`src/sv/pcihb_pkg.sv`:
```
// Shared types, register offsets, opcodes and reset contents for the host-bridge
// configuration space. No dependencies.
package pcihb_pkg;

	localparam int unsigned REG_COUNT = 256;
	localparam int unsigned ADDR_W    = $clog2(REG_COUNT);

	localparam logic [1:0] OP_READ       = 2'd0;
	localparam logic [1:0] OP_WRITE      = 2'd1;
	localparam logic [1:0] OP_SOFT_RESET = 2'd2;

	localparam logic [7:0] ADDR_CMD_LO  = 8'h04;
	localparam logic [7:0] ADDR_CMD_HI  = 8'h05;
	localparam logic [7:0] ADDR_STS_LO  = 8'h06;
	localparam logic [7:0] ADDR_STS_HI  = 8'h07;
	localparam logic [7:0] ADDR_PAM0    = 8'h59;
	localparam logic [7:0] ADDR_PAM1    = 8'h5a;
	localparam logic [7:0] ADDR_PAM6    = 8'h5f;
	localparam logic [7:0] ADDR_RO_LO   = 8'h10;
	localparam logic [7:0] ADDR_RO_HI   = 8'h4e;

	localparam logic [7:0] CMD_LO_MASK  = 8'h42;
	localparam logic [7:0] CMD_LO_SET   = 8'h04;
	localparam logic [7:0] CMD_HI_MASK  = 8'h01;
	localparam logic [7:0] STS_HI_VAL   = 8'h02;
	localparam logic [7:0] NO_FUNC_BYTE = 8'hff;

	localparam logic [19:0] PAM0_BASE  = 20'hf0000;
	localparam logic [16:0] SIZE_64K   = 17'h10000;
	localparam logic [16:0] SIZE_16K   = 17'h04000;
	localparam logic [1:0]  PAMX_BASE_TOP = 2'b11;   // 0xC0000 region

	typedef struct packed {
		logic              en;
		logic [ADDR_W-1:0] addr;
		logic [7:0]        data;
	} wr_req_t;

	typedef struct packed {
		logic [7:0]  read_byte;
		logic        map_valid;
		logic [19:0] region_base;
		logic [16:0] region_size;
		logic        read_internal;
		logic        write_internal;
		logic        bios_shadowed;
		logic        last_result;
	} result_t;

	function automatic logic [7:0] reg_default(input logic variant, input logic [ADDR_W-1:0] addr);
		logic [7:0] v;
		v = 8'h00;
		case (addr)
			8'h00: v = 8'h86;
			8'h01: v = 8'h80;
			8'h02: v = 8'ha3;
			8'h03: v = 8'h04;
			8'h04: v = 8'h06;
			8'h07: v = 8'h02;
			8'h08: v = variant ? 8'h10 : 8'h03;
			8'h0b: v = 8'h06;
			8'h50: v = variant ? 8'ha0 : 8'h80;
			8'h52: v = variant ? 8'h44 : 8'h40;
			8'h57: v = 8'h31;
			8'h60, 8'h61, 8'h62, 8'h63, 8'h64: v = 8'h02;
			8'h66, 8'h67: v = variant ? 8'h02 : 8'h00;
			default: v = 8'h00;
		endcase
		return v;
	endfunction

endpackage

```
`src/sv/pcihb_req_if.sv`:
```
// Request channel: one configuration access per transaction.
// No dependencies.
interface pcihb_req_if;
	logic       valid;
	logic       ready;
	logic [1:0] opcode;
	logic [2:0] function_number;
	logic [7:0] reg_offset;
	logic [7:0] write_byte;

	modport source (output valid, opcode, function_number, reg_offset, write_byte, input ready);
	modport sink   (input valid, opcode, function_number, reg_offset, write_byte, output ready);
endinterface

```
`src/sv/pcihb_rsp_if.sv`:
```
// Response channel: read data and region-attribute events, one or two per transaction.
// No dependencies.
interface pcihb_rsp_if;
	logic        valid;
	logic        ready;
	logic [7:0]  read_byte;
	logic        map_valid;
	logic [19:0] region_base;
	logic [16:0] region_size;
	logic        read_internal;
	logic        write_internal;
	logic        bios_shadowed;
	logic        last_result;

	modport source (output valid, read_byte, map_valid, region_base, region_size,
		read_internal, write_internal, bios_shadowed, last_result, input ready);
	modport sink   (input valid, read_byte, map_valid, region_base, region_size,
		read_internal, write_internal, bios_shadowed, last_result, output ready);
endinterface

```
`src/sv/pcihb_store.sv`:
```
// Configuration byte store: RAM with per-entry valid bits, registered read,
// write-to-read bypass and variant reset contents. Depends on pcihb_pkg.
module pcihb_store (
	input  logic                      clk,
	input  logic                      arst_n,
	input  logic                      clear,
	input  logic                      variant,
	input  logic                      rd_en,
	input  logic [pcihb_pkg::ADDR_W-1:0] rd_addr,
	input  pcihb_pkg::wr_req_t        wr,
	output logic [7:0]                rd_data
);
	import pcihb_pkg::*;

	logic [7:0]          mem [REG_COUNT];
	logic [REG_COUNT-1:0] vld_q;
	logic [7:0]          mem_rd_q;
	logic [ADDR_W-1:0]   rd_addr_q;
	logic                vld_rd_q;
	logic                byp_hit_q;
	logic [7:0]          byp_data_q;

	always_ff @(posedge clk) begin
		if (wr.en) begin
			mem[wr.addr] <= wr.data;
		end
		if (rd_en) begin
			mem_rd_q   <= mem[rd_addr];
			rd_addr_q  <= rd_addr;
			byp_data_q <= wr.data;
		end
	end

	always_ff @(posedge clk or negedge arst_n) begin
		if (!arst_n) begin
			vld_q     <= '0;
			vld_rd_q  <= 1'b0;
			byp_hit_q <= 1'b0;
		end else begin
			if (clear) begin
				vld_q <= '0;
			end else if (wr.en) begin
				vld_q[wr.addr] <= 1'b1;
			end
			if (rd_en) begin
				vld_rd_q  <= vld_q[rd_addr];
				byp_hit_q <= wr.en && (wr.addr == rd_addr);
			end
		end
	end

	assign rd_data = byp_hit_q ? byp_data_q :
		(vld_rd_q ? mem_rd_q : reg_default(variant, rd_addr_q));

endmodule

```
`src/sv/pci_host_bridge_config_space.sv`:
```
// Host-bridge configuration space: access filtering and PAM region events.
// Depends on pcihb_pkg, pcihb_req_if, pcihb_rsp_if and pcihb_store.
// A request is registered in the s1 stage, then its result in the output register.
// One request per cycle unless stalled; a two-event write holds the output until both are taken.
// The limit is the output stage, which emits one result per cycle while the receiver is ready.
// Reset clears control state and the store's valid bits; contents read as variant defaults.
module pci_host_bridge_config_space (
	input  logic clk,
	input  logic arst_n,
	pcihb_req_if.sink   req,
	pcihb_rsp_if.source rsp,
	input  logic cfg_we,
	input  logic cfg_wdata
);
	import pcihb_pkg::*;

	logic              variant_q;
	logic              shadow_q;

	logic              valid_s1;
	logic [1:0]        op_s1;
	logic              func_zero_s1;
	logic [ADDR_W-1:0] addr_s1;
	logic [7:0]        data_s1;

	logic              ob_valid_q;
	logic              ob_sel_q;
	result_t           ob_res0_q;
	result_t           ob_res1_q;
	result_t           cur;

	logic              accept;
	logic              advance;
	logic              ob_free;
	logic [ADDR_W-1:0] rd_addr;
	logic [7:0]        old;
	wr_req_t           wr;

	logic              is_wr;
	logic              dropped;
	logic [7:0]        val;
	logic [7:0]        diff;
	logic              lo_chg;
	logic              hi_chg;
	logic              is_pam0;
	logic              is_pamx;
	logic [2:0]        pam_idx;
	logic              shadow_nx;
	result_t           ev_lo;
	result_t           ev_hi;
	result_t           res0;
	result_t           res1;

	assign rd_addr = (req.opcode == OP_SOFT_RESET) ? ADDR_PAM0 : req.reg_offset;

	pcihb_store u_store (
		.clk     (clk),
		.arst_n  (arst_n),
		.clear   (cfg_we),
		.variant (variant_q),
		.rd_en   (accept),
		.rd_addr (rd_addr),
		.wr      (wr),
		.rd_data (old)
	);

	assign cur     = ob_sel_q ? ob_res1_q : ob_res0_q;
	assign ob_free = !ob_valid_q || (rsp.ready && cur.last_result);
	assign advance = valid_s1 && ob_free;
	assign req.ready = !valid_s1 || ob_free;
	assign accept  = req.valid && req.ready;

	always_comb begin
		is_wr   = func_zero_s1 && (op_s1 == OP_WRITE || op_s1 == OP_SOFT_RESET);
		dropped = (addr_s1 inside {[ADDR_RO_LO:ADDR_RO_HI]}) ||
			(addr_s1 inside {8'h00, 8'h01, 8'h02, 8'h03, 8'h08, 8'h09, 8'h0a, 8'h0b,
				8'h0c, 8'h0e});
		case (addr_s1)
			ADDR_CMD_LO: val = (data_s1 & CMD_LO_MASK) | CMD_LO_SET;
			ADDR_CMD_HI: val = data_s1 & CMD_HI_MASK;
			ADDR_STS_LO: val = 8'h00;
			ADDR_STS_HI: val = STS_HI_VAL;
			default:     val = data_s1;
		endcase
		diff    = old ^ val;
		is_pam0 = is_wr && (addr_s1 == ADDR_PAM0);
		is_pamx = is_wr && (addr_s1 inside {[ADDR_PAM1:ADDR_PAM6]});
		lo_chg  = diff[3:0] != 4'h0;
		hi_chg  = diff[7:4] != 4'h0;
		pam_idx = addr_s1[2:0] - 3'd2;
		shadow_nx = (is_pam0 && hi_chg) ? val[4] : shadow_q;

		ev_lo = '0;
		ev_lo.map_valid      = 1'b1;
		ev_lo.region_base    = {PAMX_BASE_TOP, pam_idx, 1'b0, 14'd0};
		ev_lo.region_size    = SIZE_16K;
		ev_lo.read_internal  = val[0];
		ev_lo.write_internal = val[1];
		ev_lo.bios_shadowed  = shadow_nx;

		ev_hi = ev_lo;
		ev_hi.region_base    = is_pam0 ? PAM0_BASE : {PAMX_BASE_TOP, pam_idx, 1'b1, 14'd0};
		ev_hi.region_size    = is_pam0 ? SIZE_64K : SIZE_16K;
		ev_hi.read_internal  = val[4];
		ev_hi.write_internal = val[5];

		res0 = '0;
		res0.bios_shadowed = shadow_nx;
		res0.last_result   = 1'b1;
		if (op_s1 == OP_READ) begin
			res0.read_byte = func_zero_s1 ? old : NO_FUNC_BYTE;
		end
		res1 = ev_hi;
		res1.last_result = 1'b1;

		if (is_pam0 && hi_chg) begin
			res0 = ev_hi;
			res0.last_result = 1'b1;
		end else if (is_pamx && (lo_chg || hi_chg)) begin
			res0 = lo_chg ? ev_lo : ev_hi;
			res0.last_result = !(lo_chg && hi_chg);
		end

		wr.en   = advance && is_wr && !dropped;
		wr.addr = addr_s1;
		wr.data = val;
	end

	always_ff @(posedge clk) begin
		if (accept) begin
			op_s1        <= req.opcode;
			func_zero_s1 <= (req.opcode == OP_SOFT_RESET) || (req.function_number == 3'd0);
			addr_s1      <= rd_addr;
			data_s1      <= (req.opcode == OP_SOFT_RESET) ? 8'h00 : req.write_byte;
		end
		if (advance) begin
			ob_res0_q <= res0;
			ob_res1_q <= res1;
		end
	end

	always_ff @(posedge clk or negedge arst_n) begin
		if (!arst_n) begin
			variant_q  <= 1'b0;
			shadow_q   <= 1'b0;
			valid_s1   <= 1'b0;
			ob_valid_q <= 1'b0;
			ob_sel_q   <= 1'b0;
		end else begin
			if (cfg_we) begin
				variant_q <= cfg_wdata;
			end
			if (accept) begin
				valid_s1 <= 1'b1;
			end else if (advance) begin
				valid_s1 <= 1'b0;
			end
			if (advance) begin
				shadow_q   <= shadow_nx;
				ob_valid_q <= 1'b1;
				ob_sel_q   <= 1'b0;
			end else if (ob_valid_q && rsp.ready) begin
				if (cur.last_result) begin
					ob_valid_q <= 1'b0;
				end else begin
					ob_sel_q <= 1'b1;
				end
			end
		end
	end

	assign rsp.valid          = ob_valid_q;
	assign rsp.read_byte      = cur.read_byte;
	assign rsp.map_valid      = cur.map_valid;
	assign rsp.region_base    = cur.region_base;
	assign rsp.region_size    = cur.region_size;
	assign rsp.read_internal  = cur.read_internal;
	assign rsp.write_internal = cur.write_internal;
	assign rsp.bios_shadowed  = cur.bios_shadowed;
	assign rsp.last_result    = cur.last_result;

endmodule

```
`src/flat_wrapper.sv`:
```
// flat-port wrapper written by rule: the top's interface ports become plain ports
module pci_host_bridge_config_space_flat import pcihb_pkg::*;
  (clk, arst_n, cfg_we, cfg_wdata, req_valid, req_opcode, req_function_number, req_reg_offset, req_write_byte, req_ready, rsp_valid, rsp_read_byte, rsp_map_valid, rsp_region_base, rsp_region_size, rsp_read_internal, rsp_write_internal, rsp_bios_shadowed, rsp_last_result, rsp_ready);
  pcihb_req_if req_i ();
  pcihb_rsp_if rsp_i ();
  input  logic clk;
  input  logic arst_n;
  input  logic cfg_we;
  input  logic cfg_wdata;
  input wire logic [$bits(req_i.valid)-1:0] req_valid;
  input wire logic [$bits(req_i.opcode)-1:0] req_opcode;
  input wire logic [$bits(req_i.function_number)-1:0] req_function_number;
  input wire logic [$bits(req_i.reg_offset)-1:0] req_reg_offset;
  input wire logic [$bits(req_i.write_byte)-1:0] req_write_byte;
  output wire logic [$bits(req_i.ready)-1:0] req_ready;
  output wire logic [$bits(rsp_i.valid)-1:0] rsp_valid;
  output wire logic [$bits(rsp_i.read_byte)-1:0] rsp_read_byte;
  output wire logic [$bits(rsp_i.map_valid)-1:0] rsp_map_valid;
  output wire logic [$bits(rsp_i.region_base)-1:0] rsp_region_base;
  output wire logic [$bits(rsp_i.region_size)-1:0] rsp_region_size;
  output wire logic [$bits(rsp_i.read_internal)-1:0] rsp_read_internal;
  output wire logic [$bits(rsp_i.write_internal)-1:0] rsp_write_internal;
  output wire logic [$bits(rsp_i.bios_shadowed)-1:0] rsp_bios_shadowed;
  output wire logic [$bits(rsp_i.last_result)-1:0] rsp_last_result;
  input wire logic [$bits(rsp_i.ready)-1:0] rsp_ready;
  assign req_i.valid = req_valid;
  assign req_i.opcode = req_opcode;
  assign req_i.function_number = req_function_number;
  assign req_i.reg_offset = req_reg_offset;
  assign req_i.write_byte = req_write_byte;
  assign req_ready = req_i.ready;
  assign rsp_valid = rsp_i.valid;
  assign rsp_read_byte = rsp_i.read_byte;
  assign rsp_map_valid = rsp_i.map_valid;
  assign rsp_region_base = rsp_i.region_base;
  assign rsp_region_size = rsp_i.region_size;
  assign rsp_read_internal = rsp_i.read_internal;
  assign rsp_write_internal = rsp_i.write_internal;
  assign rsp_bios_shadowed = rsp_i.bios_shadowed;
  assign rsp_last_result = rsp_i.last_result;
  assign rsp_i.ready = rsp_ready;
  pci_host_bridge_config_space u_core (.clk(clk), .arst_n(arst_n), .req(req_i), .rsp(rsp_i), .cfg_we(cfg_we), .cfg_wdata(cfg_wdata));
endmodule
```
`config.mk`:
```
export PLATFORM = sky130hd
export DESIGN_NAME = pci_host_bridge_config_space_flat
export DESIGN_NICKNAME = d
export VERILOG_FILES = /design/src/sv/pcihb_pkg.sv /design/src/sv/pcihb_req_if.sv /design/src/sv/pcihb_rsp_if.sv /design/src/sv/pcihb_store.sv /design/src/sv/pci_host_bridge_config_space.sv /design/src/flat_wrapper.sv
export SDC_FILE = /design/constraint.sdc
export NUM_CORES = 2
export LEC_CHECK = 0
export BUFFER_PORTS_ARGS = -buffer_cell sky130_fd_sc_hd__buf_2
export CAP_MARGIN = 20
export CORE_MARGIN = 2
export CORE_UTILIZATION = 50
export DETAILED_ROUTE_END_ITERATION = 16
export GPL_ROUTABILITY_DRIVEN = 0
export PLACE_DENSITY = 0.65
export SLEW_MARGIN = 15
export SYNTH_ARGS = -nofsm -noshare
export SYNTH_HDL_FRONTEND = slang
export SYNTH_HIERARCHICAL = 1
export SYNTH_SLANG_ARGS = --single-unit
```
`constraint.sdc`:
```
create_clock -name clk -period 17.15 [get_ports clk]
set_input_delay 3.43 -clock clk [delete_from_list [all_inputs] [get_ports clk]]
set_output_delay 3.43 -clock clk [all_outputs]
set_load 0.02 [all_outputs]
```
==> results by group <==
Status
  – Run status: completed

Min path
  – Hold Path Stages: 2
  – Hold/Removal Path Class: reg2reg

Drt
  – DRT Pass-1 Iters: 6
  – DRC errors left: 0
  – Violation count after the first detailed-routing iteration: 6277
  – ANT nets after route: 0
  – Routed wire length per instance: 30.7 um
  – Via count: 48744
  – Detailed-route vias per instance: 6.31
  – Post-Route WL: 237000 um

Clock tree
  – Count of hold-fix buffers inserted at cts: 0
  – Clock transition at the registers of the reported paths: 0.06 ns
  – CTS buffer count: 229
  – CTS tree: done
  – Number of gates resized after CTS: 0
  – Clock sinks: 2380
  – Post-CTS Setup Inserts: 0
  – Worst-skew pair later-pin latency: 0.88 ns
  – CTS H-Tree Depth: 4
  – Number of buffers on the longest clock path: 3
  – Root Buffer: sky130_fd_sc_hd__clkbuf_16

Place
  – Setup slack after placement: 7.55 ns
  – Number of input and output port buffers inserted: 49
  – Post-detail-place hpwl: 139000 um

Global routing
  – Met2 Usage GRT: 0.385
  – GR Overflow Total: 0
  – Aggregate global-route resource usage: 0.249
  – Number of antenna violations at the first check in global routing: 9
  – Met1 usage: 0.361
  – Met3 Usage GRT: 0.0520
  – Number of global-route vias before repair: 48107
  – Pin count of the biggest net entering global routing: 227
  – Global-route wire length before repair: 345000 um
  – Global-route layer with the greatest usage: met2

Synthesis
  – Top flip-flop cell by instance count after synthesis: sky130_fd_sc_hd__edfxtp_1
  – Sequential cell area fraction in the yosys report: 0.752
  – Post-Syn Instances: 4920
  – Post-synthesis async set-or-reset flop share: 0.111
  – Number of synthesized register bits: 2380
  – Post-Synthesis Cell Area: 0.0933 sq mm
  – Number of flops mapped to enable cells by yosys: 2117
  – Mean instance size in the synthesized netlist: 19.0 sq um
  – Distinct cell type count of the synthesized netlist: 80
  – Synthesis Warnings: 6

STA
  – Max-slew violation count: 0
  – Setup clock skew after layout: 0.0479 ns
  – Slew of the pin with the lowest slew margin: 1.26 ns
  – Slew margin rel.: 0.158
  – Final-report setup violation count: 0
  – Setup repair after global routing missed its margin: false
  – Time the worst path needs with I/O delays and setup: 8.51 ns
  – Final critical-path setup slack: 8.64 ns
  – Maximum clock rate: 118 MHz
  – Sum of negative setup slack: 0 ns
  – Count of final hold-check violations: 0
  – Share of the clock period used by the worst path: 0.496

Cells and area
  – Filler Cells Inserted: 13968
  – Share of post-route cells with drive strength above 1: 0.225
  – Fin nets: 5058
  – Syn-to-layout area delta: 11.5%

Power
  – Power, Total: 12100 uW
  – Leakage: 0.0337 uW
  – Max rail drop VDD: 118 uV
  – Power per unit of standard cell area: 116 mW/mm^2

Setup path
  – Category of the worst setup path capture point: flip-flop
  – Category of the worst setup path launch point: input pin
  – Data required time of the critical path: 17.78 ns
  – Maximum net fanout on the critical path: 97
  – Kind of critical path: in2reg
  – Arrival time reported for the critical path endpoint: 9.13 ns
  – FF-to-FF path depth: 8

Floorplanning
  – Row Count: 158
  – CORE AREA: 0.185 sq mm
  – Top-level I/O count: 79
  – Die Height: 436 um
  – Area enclosed by the die boundary: 0.190 sq mm
  – Starting density of the core: 0.503
  – Chip Width: 436 um

Job
  – Reported max-cap violation count: 0
[cell usage after synthesis, types with 30 or more instances]
| cell | n | area (sq um) |
|---|---|---|
| sky130_fd_sc_hd__a21oi_1 | 138 | 691 |
| sky130_fd_sc_hd__a22oi_1 | 261 | 1960 |
| sky130_fd_sc_hd__buf_2 | 36 | 180 |
| sky130_fd_sc_hd__buf_4 | 48 | 360 |
| sky130_fd_sc_hd__clkbuf_1 | 199 | 747 |
| sky130_fd_sc_hd__dfrtp_1 | 263 | 6580 |
| sky130_fd_sc_hd__edfxtp_1 | 2117 | 63600 |
| sky130_fd_sc_hd__inv_1 | 33 | 124 |
| sky130_fd_sc_hd__mux2i_1 | 39 | 390 |
| sky130_fd_sc_hd__mux4_2 | 560 | 12600 |
| sky130_fd_sc_hd__nand2_1 | 59 | 221 |
| sky130_fd_sc_hd__nand3_1 | 38 | 190 |
| sky130_fd_sc_hd__nor2_1 | 731 | 2740 |
| sky130_fd_sc_hd__nor4_1 | 38 | 238 |
| sky130_fd_sc_hd__o21ba_2 | 30 | 300 |
[worst max-delay path: stages]
cell and delay, ns:
sky130_fd_sc_hd__buf_2 0.10, sky130_fd_sc_hd__nand2b_1 0.41, sky130_fd_sc_hd__nand2b_4 0.51, sky130_fd_sc_hd__buf_12 0.59
sky130_fd_sc_hd__buf_4 0.75, sky130_fd_sc_hd__buf_4 0.78, sky130_fd_sc_hd__mux4_2 0.59, sky130_fd_sc_hd__a22oi_1 0.20
sky130_fd_sc_hd__a21oi_1 0.15, sky130_fd_sc_hd__nor4_1 0.61, sky130_fd_sc_hd__o22ai_1 0.43, sky130_fd_sc_hd__or2_1 0.31
[where the power goes]
group | switching [uW] | internal (uW) | total [uW] | leakage, uW
combinational | 483 | 229 | 712 | 0.00727
clock | 2170 | 2840 | 5010 | 0.00368
sequential | 19.2 | 6360 | 6380 | 0.0228
total | 2680 | 9430 | 12100 | 0.0337
[worst paths after layout]
path,from,to,slack (ns)
max,req_opcode[0],u_core/u_store/mem_rd_q[6],8.64
min,u_core/u_store/vld_q[28],u_core/u_store/vld_q[28],0.49
max reg2reg,u_core/addr_s1[2],u_core/u_store/mem[112][0],12.15
min reg2reg,u_core/u_store/vld_q[28],u_core/u_store/vld_q[28],0.49
max in group asynchronous,arst_n,u_core/u_store/vld_q[58],13.05
min in group asynchronous,arst_n,u_core/u_store/vld_q[205],2.54
[cell type report]
cell class / count / area (sq um) / share of cell area
well taps: 2480 / 3100 / 0.0298
repair buffers: 181 / 1410 / 0.0136
multi-input cells: 2203 / 21700 / 0.209
diodes: 3 / 7.51 / 0.0000721
flip-flops and latches: 2380 / 70200 / 0.674
clock inverters: 121 / 1190 / 0.0115
inverters: 33 / 139 / 0.00133
clock buffers: 318 / 6370 / 0.0612
[routing by layer]
layer / routed length, um / share of wire
met1: 95600 / 0.40
met2: 112000 / 0.47
met3: 21800 / 0.092
met4: 7250 / 0.031
met5: 27 / 0.00011
[flip-flops by register name, summed over array words and instances (netlist names), 2 cells and up]
name / count
u_core/addr_s1: 8
u_core/data_s1: 8
u_core/ob_res0_q: 19
u_core/ob_res1_q: 7
u_core/op_s1: 2
u_core/u_store/byp_data_q: 8
u_core/u_store/mem: 2048
u_core/u_store/mem_rd_q: 8
u_core/u_store/rd_addr_q: 8
u_core/u_store/vld_q: 256
[per-stage QoR]
step,hold slack (ns),utilization,cells,instance area [sq um]
CTS,0.495,0.560,7697,104000
global placement,0.472,0.519,7250,96200
finish,0.492,0.561,7719,104000
floorplan,0.461,-,4948,93400
global route,0.511,0.561,7718,104000
detailed placement,0.481,0.519,7258,96300
[layout by cell type, fill, tap and decap left out, drive strengths merged, types with 8 or more instances in the layout]
cell type and count:
dfrtp 263, nor2b 25, nand2b 16, a21oi 146, clkinv 98, o21ai 26, mux4 560, nand2 59
a211oi 8, inv 35, mux2 11, nand4 14, nor3 11, mux2i 39, and2 28, edfxtp 2117
clkbuf 318, or2 14, a22oi 261, o21ba 30, nand3 38, buf 181, o221ai 13, bufinv 16
nor4 39, conb 29, nor2 731, o22ai 26
[logic make-up after synthesis]
group                    share of synthesized area
flip-flops                                   0.752
multiplexers                                 0.141
other                                    0.0000402
AND/OR/NAND/NOR                             0.0453
adder cells (fa/ha/maj)                   0.000402
XOR/XNOR                                   0.00113
AO/OA/AOI/OAI                               0.0421
buffers and inverters                       0.0187
No activity file was read; power rests on OpenSTA's default activity.
